### config.mk
export PLATFORM = sky130hd
export DESIGN_NAME = date_difference_days_flat
export DESIGN_NICKNAME = d
export VERILOG_FILES = /design/src/design/dd_pkg.sv /design/src/design/dd_in_if.sv /design/src/design/dd_out_if.sv /design/src/design/dd_date_serial.sv /design/src/design/dd_compare.sv /design/src/design/date_difference_days.sv /design/src/flat_wrapper.sv
export SDC_FILE = /design/constraint.sdc
export NUM_CORES = 2
export LEC_CHECK = 0
export BUFFER_PORTS_ARGS = -buffer_cell sky130_fd_sc_hd__buf_2
export CELL_PAD_IN_SITES_DETAIL_PLACEMENT = 1
export CELL_PAD_IN_SITES_GLOBAL_PLACEMENT = 1
export CORE_MARGIN = 2
export CORE_UTILIZATION = 57
export CTS_BUF_LIST = sky130_fd_sc_hd__clkbuf_16
export CTS_CLUSTER_DIAMETER = 100
export DETAILED_ROUTE_END_ITERATION = 8
export HOLD_SLACK_MARGIN = 0.12
export PLACE_DENSITY = 0.91
export SYNTH_ARGS = -nofsm -noshare
export SYNTH_HDL_FRONTEND = slang
export SYNTH_HIERARCHICAL = 1
export SYNTH_SLANG_ARGS = --single-unit
### constraint.sdc
create_clock -name clk -period 22.4 [get_ports clk]
set_input_delay 3.36 -clock clk [delete_from_list [all_inputs] [get_ports clk]]
set_output_delay 3.36 -clock clk [all_outputs]
set_load 0.1 [all_outputs]
### src/design/dd_pkg.sv
`timescale 1ns / 1ps
package dd_pkg;

  localparam int DAY_W    = 5;
  localparam int MONTH_W  = 4;
  localparam int YEAR_W   = 12;
  localparam int SPAN_W   = 17;
  localparam int ORDER_W  = 2;

  // Years are offset by 399 so that the leap count never goes negative.
  localparam int YOFF_W   = 13;
  localparam int SERIAL_W = 21;
  localparam int DOFF_W   = 9;

  localparam logic [YOFF_W-1:0] YEAR_OFFSET = 13'd399;
  localparam logic [8:0]        DAYS_YEAR   = 9'd365;

  // Reciprocal multipliers for division by 100 and 400 over 13-bit values.
  localparam int RECIP_SHIFT = 20;
  localparam logic [13:0] RECIP100 = 14'd10486;
  localparam logic [11:0] RECIP400 = 12'd2622;
  localparam int P100_W  = YOFF_W + 14;
  localparam int P400_W  = YOFF_W + 12;
  localparam int PY100_W = YEAR_W + 14;

  localparam logic [MONTH_W-1:0] MONTH_JAN = 4'd1;
  localparam logic [MONTH_W-1:0] MONTH_FEB = 4'd2;
  localparam logic [MONTH_W-1:0] MONTH_DEC = 4'd12;

  localparam logic signed [ORDER_W-1:0] ORD_LATER   = 2'sb01;
  localparam logic signed [ORDER_W-1:0] ORD_EARLIER = 2'sb11;
  localparam logic signed [ORDER_W-1:0] ORD_SAME    = 2'sb00;

  typedef struct packed {
    logic s1;
    logic s2;
    logic s3;
  } dd_stage_en_t;

  function automatic logic [DAY_W-1:0] month_len(input logic [MONTH_W-1:0] m);
    logic [DAY_W-1:0] len;
    case (m)
      4'd1:    len = 5'd31;
      4'd2:    len = 5'd28;
      4'd3:    len = 5'd31;
      4'd4:    len = 5'd30;
      4'd5:    len = 5'd31;
      4'd6:    len = 5'd30;
      4'd7:    len = 5'd31;
      4'd8:    len = 5'd31;
      4'd9:    len = 5'd30;
      4'd10:   len = 5'd31;
      4'd11:   len = 5'd30;
      4'd12:   len = 5'd31;
      default: len = 5'd0;
    endcase
    return len;
  endfunction

  // Days in the months before m of a common year.
  function automatic logic [DOFF_W-1:0] month_cum(input logic [MONTH_W-1:0] m);
    logic [DOFF_W-1:0] cum;
    case (m)
      4'd1:    cum = 9'd0;
      4'd2:    cum = 9'd31;
      4'd3:    cum = 9'd59;
      4'd4:    cum = 9'd90;
      4'd5:    cum = 9'd120;
      4'd6:    cum = 9'd151;
      4'd7:    cum = 9'd181;
      4'd8:    cum = 9'd212;
      4'd9:    cum = 9'd243;
      4'd10:   cum = 9'd273;
      4'd11:   cum = 9'd304;
      4'd12:   cum = 9'd334;
      default: cum = 9'd0;
    endcase
    return cum;
  endfunction

endpackage

### src/design/dd_in_if.sv
`timescale 1ns / 1ps
interface dd_in_if;
  import dd_pkg::*;

  logic               valid;
  logic               ready;
  logic [DAY_W-1:0]   first_day;
  logic [MONTH_W-1:0] first_month;
  logic [YEAR_W-1:0]  first_year;
  logic [DAY_W-1:0]   second_day;
  logic [MONTH_W-1:0] second_month;
  logic [YEAR_W-1:0]  second_year;

  modport source (
    output valid, first_day, first_month, first_year,
    output second_day, second_month, second_year,
    input  ready
  );

  modport sink (
    input  valid, first_day, first_month, first_year,
    input  second_day, second_month, second_year,
    output ready
  );
endinterface

### src/design/dd_out_if.sv
`timescale 1ns / 1ps
interface dd_out_if;
  import dd_pkg::*;

  logic                      valid;
  logic                      ready;
  logic [SPAN_W-1:0]         day_span;
  logic signed [ORDER_W-1:0] order;
  logic                      date_error;

  modport source (
    output valid, day_span, order, date_error,
    input  ready
  );

  modport sink (
    input  valid, day_span, order, date_error,
    output ready
  );
endinterface

### src/design/dd_date_serial.sv
`timescale 1ns / 1ps
module dd_date_serial #(
  parameter int MIN_YEAR = 1900,
  parameter int MAX_YEAR = 2100
) (
  input  logic                          clk,
  input  dd_pkg::dd_stage_en_t          en,
  input  logic [dd_pkg::DAY_W-1:0]      day,
  input  logic [dd_pkg::MONTH_W-1:0]    month,
  input  logic [dd_pkg::YEAR_W-1:0]     year,
  output logic [dd_pkg::SERIAL_W-1:0]   serial,
  output logic                          ok
);
  import dd_pkg::*;

  localparam int LIM_W = 14;
  localparam logic [LIM_W-1:0] YEAR_LO = LIM_W'(MIN_YEAR);
  localparam logic [LIM_W-1:0] YEAR_HI = LIM_W'(MAX_YEAR);

  // stage 1: offset year, products, month table
  logic [YOFF_W-1:0]   yy_next;
  logic [YOFF_W-1:0]   s1_yy;
  logic [SERIAL_W-1:0] s1_yy365;
  logic [P100_W-1:0]   s1_p100;
  logic [P400_W-1:0]   s1_p400;
  logic [PY100_W-1:0]  s1_py100;
  logic [YEAR_W-1:0]   s1_year;
  logic [MONTH_W-1:0]  s1_month;
  logic [DAY_W-1:0]    s1_day;
  logic [DAY_W-1:0]    s1_len;
  logic [DOFF_W-1:0]   s1_cum;
  logic                s1_ym_ok;

  assign yy_next = YOFF_W'(year) + YEAR_OFFSET;

  always_ff @(posedge clk) begin
    if (en.s1) begin
      s1_yy    <= yy_next;
      s1_yy365 <= SERIAL_W'(yy_next) * SERIAL_W'(DAYS_YEAR);
      s1_p100  <= P100_W'(yy_next) * P100_W'(RECIP100);
      s1_p400  <= P400_W'(yy_next) * P400_W'(RECIP400);
      s1_py100 <= PY100_W'(year) * PY100_W'(RECIP100);
      s1_year  <= year;
      s1_month <= month;
      s1_day   <= day;
      s1_len   <= month_len(month);
      s1_cum   <= month_cum(month);
      s1_ym_ok <= (LIM_W'(year) >= YEAR_LO) && (LIM_W'(year) <= YEAR_HI) &&
                  (month >= MONTH_JAN) && (month <= MONTH_DEC);
    end
  end

  // stage 2: leap rule, validity, year part and day offset
  logic [6:0]          q100;
  logic [4:0]          q400;
  logic [5:0]          qy100;
  logic                leap;
  logic                feb_extra;
  logic                late_extra;
  logic [DAY_W-1:0]    lim;
  logic [SERIAL_W-1:0] ypart_next;
  logic [DOFF_W-1:0]   doff_next;
  logic [SERIAL_W-1:0] s2_ypart;
  logic [DOFF_W-1:0]   s2_doff;
  logic                s2_ok;

  always_comb begin
    q100  = s1_p100[P100_W-1:RECIP_SHIFT];
    q400  = s1_p400[P400_W-1:RECIP_SHIFT];
    qy100 = s1_py100[PY100_W-1:RECIP_SHIFT];
    // centuries are leap only when the century count is a multiple of four
    leap  = (s1_year[1:0] == 2'b00) &&
            ((s1_year != YEAR_W'(YEAR_W'(qy100) * YEAR_W'(100))) || (qy100[1:0] == 2'b00));
    feb_extra  = leap && (s1_month == MONTH_FEB);
    late_extra = leap && (s1_month > MONTH_FEB);
    lim        = s1_len + DAY_W'(feb_extra);
    ypart_next = s1_yy365 + SERIAL_W'(s1_yy[YOFF_W-1:2]) - SERIAL_W'(q100) + SERIAL_W'(q400);
    doff_next  = s1_cum + DOFF_W'(late_extra) + DOFF_W'(s1_day);
  end

  always_ff @(posedge clk) begin
    if (en.s2) begin
      s2_ypart <= ypart_next;
      s2_doff  <= doff_next;
      s2_ok    <= s1_ym_ok && (s1_day != '0) && (s1_day <= lim);
    end
  end

  // stage 3: serial day count
  always_ff @(posedge clk) begin
    if (en.s3) begin
      serial <= s2_ypart + SERIAL_W'(s2_doff);
      ok     <= s2_ok;
    end
  end

endmodule

### src/design/dd_compare.sv
`timescale 1ns / 1ps
module dd_compare (
  input  logic                              clk,
  input  logic                              en,
  input  logic [dd_pkg::SERIAL_W-1:0]       serial_a,
  input  logic                              ok_a,
  input  logic [dd_pkg::SERIAL_W-1:0]       serial_b,
  input  logic                              ok_b,
  output logic [dd_pkg::SPAN_W-1:0]         day_span,
  output logic signed [dd_pkg::ORDER_W-1:0] order,
  output logic                              date_error
);
  import dd_pkg::*;

  localparam logic [SERIAL_W-1:0] SPAN_MAX = SERIAL_W'((1 << SPAN_W) - 1);

  logic                      err;
  logic                      later;
  logic                      earlier;
  logic [SERIAL_W-1:0]       diff;
  logic [SPAN_W-1:0]         span_next;
  logic signed [ORDER_W-1:0] order_next;

  always_comb begin
    err     = !ok_a || !ok_b;
    later   = serial_a > serial_b;
    earlier = serial_a < serial_b;
    diff    = later ? (serial_a - serial_b) : (serial_b - serial_a);
    // saturate wide spans
    span_next  = (diff > SPAN_MAX) ? SPAN_MAX[SPAN_W-1:0] : diff[SPAN_W-1:0];
    order_next = later ? ORD_LATER : (earlier ? ORD_EARLIER : ORD_SAME);
    if (err) begin
      span_next  = '0;
      order_next = ORD_SAME;
    end
  end

  always_ff @(posedge clk) begin
    if (en) begin
      day_span   <= span_next;
      order      <= order_next;
      date_error <= err;
    end
  end

endmodule

### src/design/date_difference_days.sv
`timescale 1ns / 1ps
// An accepted transaction passes serial stages s1, s2, s3 and the compare
// register to spans. Throughput: one date pair per cycle while spans.ready
// holds; the four register stages each advance on their own, so bubbles
// close up while the output waits. Reset: rst (synchronous) clears the stage
// valid bits; the pipeline payload is left as it was.
module date_difference_days #(
  parameter int MIN_YEAR = 1900,
  parameter int MAX_YEAR = 2100
) (
  input  logic     clk,
  input  logic     rst,
  dd_in_if.sink    dates,
  dd_out_if.source spans
);
  import dd_pkg::*;

  logic v1, v2, v3, v4;
  logic en1, en2, en3, en4;
  dd_stage_en_t en;

  logic [SERIAL_W-1:0] serial_a;
  logic [SERIAL_W-1:0] serial_b;
  logic                ok_a;
  logic                ok_b;

  // a stage loads when empty or when its content moves on
  assign en4 = !v4 || spans.ready;
  assign en3 = !v3 || en4;
  assign en2 = !v2 || en3;
  assign en1 = !v1 || en2;

  assign en.s1 = en1;
  assign en.s2 = en2;
  assign en.s3 = en3;

  assign dates.ready = en1;
  assign spans.valid = v4;

  always_ff @(posedge clk) begin
    if (rst) begin
      v1 <= 1'b0;
      v2 <= 1'b0;
      v3 <= 1'b0;
      v4 <= 1'b0;
    end else begin
      if (en1) v1 <= dates.valid;
      if (en2) v2 <= v1;
      if (en3) v3 <= v2;
      if (en4) v4 <= v3;
    end
  end

  dd_date_serial #(
    .MIN_YEAR (MIN_YEAR),
    .MAX_YEAR (MAX_YEAR)
  ) u_serial_a (
    .clk    (clk),
    .en     (en),
    .day    (dates.first_day),
    .month  (dates.first_month),
    .year   (dates.first_year),
    .serial (serial_a),
    .ok     (ok_a)
  );

  dd_date_serial #(
    .MIN_YEAR (MIN_YEAR),
    .MAX_YEAR (MAX_YEAR)
  ) u_serial_b (
    .clk    (clk),
    .en     (en),
    .day    (dates.second_day),
    .month  (dates.second_month),
    .year   (dates.second_year),
    .serial (serial_b),
    .ok     (ok_b)
  );

  dd_compare u_compare (
    .clk        (clk),
    .en         (en4),
    .serial_a   (serial_a),
    .ok_a       (ok_a),
    .serial_b   (serial_b),
    .ok_b       (ok_b),
    .day_span   (spans.day_span),
    .order      (spans.order),
    .date_error (spans.date_error)
  );

  a_error_zero: assert property (@(posedge clk) disable iff (rst)
    spans.valid && spans.date_error |-> (spans.day_span == '0) && (spans.order == ORD_SAME))
    else $error("error result carries a non-zero span or order");

  a_same_zero: assert property (@(posedge clk) disable iff (rst)
    spans.valid && (spans.order == ORD_SAME) |-> (spans.day_span == '0))
    else $error("equal dates with a non-zero span");

  a_reset_empty: assert property (@(posedge clk)
    rst |=> !spans.valid)
    else $error("result valid straight after reset");

endmodule
### src/flat_wrapper.sv
// flat-port wrapper written by rule: the top's interface ports become plain ports
module date_difference_days_flat import dd_pkg::*;
#(
  parameter int MIN_YEAR = 1900,
  parameter int MAX_YEAR = 2100
)
  (clk, rst, dates_valid, dates_first_day, dates_first_month, dates_first_year, dates_second_day, dates_second_month, dates_second_year, dates_ready, spans_valid, spans_day_span, spans_order, spans_date_error, spans_ready);
  dd_in_if dates_i ();
  dd_out_if spans_i ();
  input  logic clk;
  input  logic rst;
  input wire logic [$bits(dates_i.valid)-1:0] dates_valid;
  input wire logic [$bits(dates_i.first_day)-1:0] dates_first_day;
  input wire logic [$bits(dates_i.first_month)-1:0] dates_first_month;
  input wire logic [$bits(dates_i.first_year)-1:0] dates_first_year;
  input wire logic [$bits(dates_i.second_day)-1:0] dates_second_day;
  input wire logic [$bits(dates_i.second_month)-1:0] dates_second_month;
  input wire logic [$bits(dates_i.second_year)-1:0] dates_second_year;
  output wire logic [$bits(dates_i.ready)-1:0] dates_ready;
  output wire logic [$bits(spans_i.valid)-1:0] spans_valid;
  output wire logic [$bits(spans_i.day_span)-1:0] spans_day_span;
  output wire logic [$bits(spans_i.order)-1:0] spans_order;
  output wire logic [$bits(spans_i.date_error)-1:0] spans_date_error;
  input wire logic [$bits(spans_i.ready)-1:0] spans_ready;
  assign dates_i.valid = dates_valid;
  assign dates_i.first_day = dates_first_day;
  assign dates_i.first_month = dates_first_month;
  assign dates_i.first_year = dates_first_year;
  assign dates_i.second_day = dates_second_day;
  assign dates_i.second_month = dates_second_month;
  assign dates_i.second_year = dates_second_year;
  assign dates_ready = dates_i.ready;
  assign spans_valid = spans_i.valid;
  assign spans_day_span = spans_i.day_span;
  assign spans_order = spans_i.order;
  assign spans_date_error = spans_i.date_error;
  assign spans_i.ready = spans_ready;
  date_difference_days #(.MIN_YEAR(MIN_YEAR), .MAX_YEAR(MAX_YEAR)) u_core (.clk(clk), .rst(rst), .dates(dates_i), .spans(spans_i));
endmodule
==> flow_metrics.tcl <==
set metrics [dict create \
    startpoint_type "primary input" \
    violations "max-capacitance violations, max-slew violations" \
    layout.cells.non_filler 4557 \
    clock_sinks 298 \
    drt_wl_total_mm 138 \
    gr-total-overflow 0 \
    fin_tns_setup_ns 0 \
    cts_htree_levels 2 \
    cts_resized 0 \
    syn_inst 3579 \
    clockRootBuffer "clkbuf_16" \
    rsz0062_at_grt "no" \
    rrSetupSlack_ns 16.31 \
    crit_required_ns 22.67 \
    reg2reg_from "u_core/u_serial_b/s1_py100[21]" \
    crit_start "dates_first_year[0]" \
    crit_end "u_core/u_serial_a/s1_p100[24]" \
    path_class "in2reg" \
    numCtsBuffers 38 \
    ctsHoldBuffers 0 \
    max_freq_ghz 0.0873 \
    grt.total_usage_pct 38.5 \
    viasPerCell 6.61 \
    final_core_util_pct 61.4 \
    grt_antenna_before_repair 8 \
    grt.met3_usage_pct 6.95 \
    synth_edf_count 294 \
    cp.arrival_ns 11.72 \
    yosysSeqAreaShare_pct 24.3 \
    cp_slowest_cell "fa_1" \
    synth_top_cell_by_area "edfxtp_1" \
    final-max-slew-violation-count 3 \
    slew_headroom_pct -8.11 \
    synth.area.top_cells "edfxtp_1, ha_1, fa_1" \
    fin_crit_sh_pct 51.1 \
    gp_congestion 0.916 \
    holdWs_ns 0.434 \
    grtUsageMet1_pct 42.4 \
    synth_top_area_share_pct 24.1 \
    yosysWarnings 6 \
    worstMarginPinSlew_ns 1.61 \
    cp_num_buf_inv 8 \
    status "finished with violations" \
    post-cts-setup-buffer-count 0 \
    drt_iter0_drc 3017 \
    nets 4755 \
    drt_pass1_iterations 5 \
    route.detailed.drc 0 \
    grt_max_degree 78 \
    die_w_um 258 \
    cpMostUsedCell "inv_1" \
    synth_area_um2 36700 \
    ioPinCount 68 \
    grt_use_met2_pct 66.7 \
    grt_first_pass_wirelength_mm 196 \
    critPathCaptureType "flip-flop" \
    cts_tree "done" \
    dieArea_um2 66400 \
    hold_path_class "reg2reg" \
    dp.cells 4479 \
    syn_nets 4670 \
    async_reset_ff_share_pct 0 \
    die_y_um 258 \
    clk_latency_ns 0.59 \
    cpLargestDelayFamily "adder cells" \
    fillers 6907 \
    max_stage_delay_ns 0.84 \
    dpl.hpwl_mm 90.7 \
    synth_seq_cells 298 \
    start_util_pct 57.3 \
    ctsLongestPathBuffers 3 \
    busiest_layer "met2" \
    hold_violations 0 \
    avgRoutedWirePerCell_um 30.3 \
    clk_pin_slew_ns 0.07 \
    synth.distinct_cells 98 \
    core_area_um2 64000 \
    cp_max_fo 10 \
    fin_crit_ns 11.46 \
    synth_area_per_cell_um2 10.3 \
    io_buffers 67 \
    grt_pass1_vias 33300 \
    reg2reg_to "u_core/u_serial_b/s2_ok" \
    r2r_cells 21 \
    antenna_left 0 \
    skew_ns 0.0192 \
    synthFlopType "edfxtp_1" \
    area_growth_pct 7.14 \
    setup_violations 0 \
    cp_num_cells 25 \
    fp-row-count 93 \
    maxCapViolations 1 \
    via_count 30100 \
    drive_gt1_share_pct 5.22 \
]
## registers in the layout (all words and copies together), names as in the netlist, 5 cells and up
register and count:
u_core/u_serial_a/s1_p100 7, u_core/u_serial_b/serial 21, u_core/u_serial_b/s2_doff 9, u_core/u_serial_a/s1_yy 13
u_core/u_serial_a/s1_year 12, u_core/u_serial_b/s1_year 12, u_core/u_serial_a/s1_py100 6, u_core/u_serial_a/serial 21
u_core/u_serial_b/s1_cum 9, u_core/u_serial_b/s1_day 5, u_core/u_serial_b/s2_ypart 21, u_core/u_serial_a/s1_p400 5
u_core/u_serial_b/s1_py100 6, u_core/u_serial_b/s1_p400 5, u_core/u_serial_a/s1_cum 9, u_core/u_serial_a/s2_ypart 21
u_core/u_serial_b/s1_yy 13, u_core/u_serial_b/s1_yy365 19, u_core/u_serial_a/s1_day 5, u_core/u_serial_b/s1_p100 7
u_core/u_compare/day_span 17, u_core/u_serial_a/s2_doff 9, u_core/u_serial_a/s1_yy365 19
## metrics by stage
step	setup WS, ns	cell area, um2
3_3_place_gp	12.26	38100
6_report	10.94	39300
4_1_cts	11.62	39300
2_1_floorplan	10.39	36700
5_1_grt	10.79	39300
3_5_place_dp	11.89	38100
## cell usage in the layout (no fill, tap or decap), types with 10 or more instances in the layout
| master | n |
|---|---|
| edfxtp_1 | 294 |
| o211ai_1 | 13 |
| and3_1 | 17 |
| fa_1 | 352 |
| clkbuf_16 | 39 |
| a211oi_1 | 29 |
| or3_1 | 10 |
| nand2_1 | 124 |
| ha_1 | 693 |
| buf_2 | 67 |
| a31oi_1 | 25 |
| o21a_1 | 28 |
| inv_1 | 856 |
| nand3_1 | 43 |
| nor2_1 | 127 |
| mux2i_1 | 16 |
| nand4_1 | 29 |
| o21ai_1 | 18 |
| nand2b_1 | 33 |
| buf_4 | 19 |
| a21o_1 | 77 |
| xor2_1 | 72 |
| nor2b_1 | 33 |
| o21bai_1 | 16 |
| o21ai_0 | 97 |
| a21oi_1 | 185 |
| nor3_1 | 23 |
| xnor2_1 | 153 |
## how the worst min path moves through the flow
stage | depth (start not counted) | endpoint | from
6_report | 0 | u_core/u_serial_a/ok | u_core/u_serial_a/s2_ok
5_1_grt | 0 | u_core/u_serial_a/ok | u_core/u_serial_a/s2_ok
3_3_place_gp | 0 | u_core/u_serial_b/ok | u_core/u_serial_b/s2_ok
2_1_floorplan | 0 | u_core/u_serial_a/ok | u_core/u_serial_a/s2_ok
3_5_place_dp | 0 | u_core/u_serial_a/ok | u_core/u_serial_a/s2_ok
4_1_cts | 0 | u_core/u_serial_a/ok | u_core/u_serial_a/s2_ok
## per-layer routing
metal | vias up | part of all wire [%]
li1 | 12100 | -
met1 | 14800 | 34
met2 | 2168 | 47
met3 | 1007 | 9.0
met4 | 6 | 9.9
met5 | - | 0.027
## cells in the mapped netlist (7+ instances only)
cell type	n
nor2_1	127
o31ai_1	7
o21ai_0	97
or4_1	7
or2_2	7
nand4_1	29
nand3_1	43
fa_1	352
xor2_1	72
nor2b_1	33
edfxtp_1	294
a21oi_1	185
ha_1	693
o21bai_1	16
nand2b_1	33
mux2i_1	16
nand2_1	124
o21a_1	28
a21o_1	77
and2_1	8
clkbuf_1	16
a31oi_1	25
or3_1	10
and3_1	17
xnor2_1	153
o211ai_1	13
o31a_1	7
nor3_1	23
a211oi_1	29
inv_1	848
o21ai_1	18
buf_2	21
## worst reg2reg max path, stage by stage (launching register included)
cell	delay, ns
edfxtp_1	0.50
ha_1	0.35
ha_1	0.30
ha_1	0.35
fa_1	0.55
xnor2_1	0.28
nand4_1	0.18
a2111oi_0	0.62
o2111ai_1	0.28
o21ai_1	0.25
nor4bb_1	0.10
ha_1	0.20
ha_1	0.30
inv_1	0.06
ha_1	0.31
nor2b_1	0.16
o21a_1	0.17
o21ai_0	0.29
nand2b_1	0.13
a21oi_1	0.23
a31oi_1	0.08
nor2_1	0.22
## cells by family after synthesis
kind of cell | Yosys count | share of synthesized area (%)
adder cells (fa/ha/maj) | 1046 | 42.9
buffers and inverters | 892 | 9.23
AO/OA/AOI/OAI | 591 | 10.5
AND/OR/NAND/NOR | 500 | 6.86
flip-flops | 298 | 24.3
XOR/XNOR | 229 | 5.55
multiplexers | 23 | 0.682
## area by class of cell
class	instances	area [um2]	share of cell area [%]
Multi-Input combinational cell	2389	24400	62.1
Sequential cell	298	8910	22.7
Inverter	851	3190	8.13
Tap cell	855	1070	2.72
Clock buffer	39	976	2.48
Timing Repair Buffer	86	478	1.22
Clock inverter	31	256	0.653
Antenna cell	8	20.0	0.0509
Power is not shown: default switching activity piles up to over one toggle a cycle in this logic, so the estimate is an artifact.
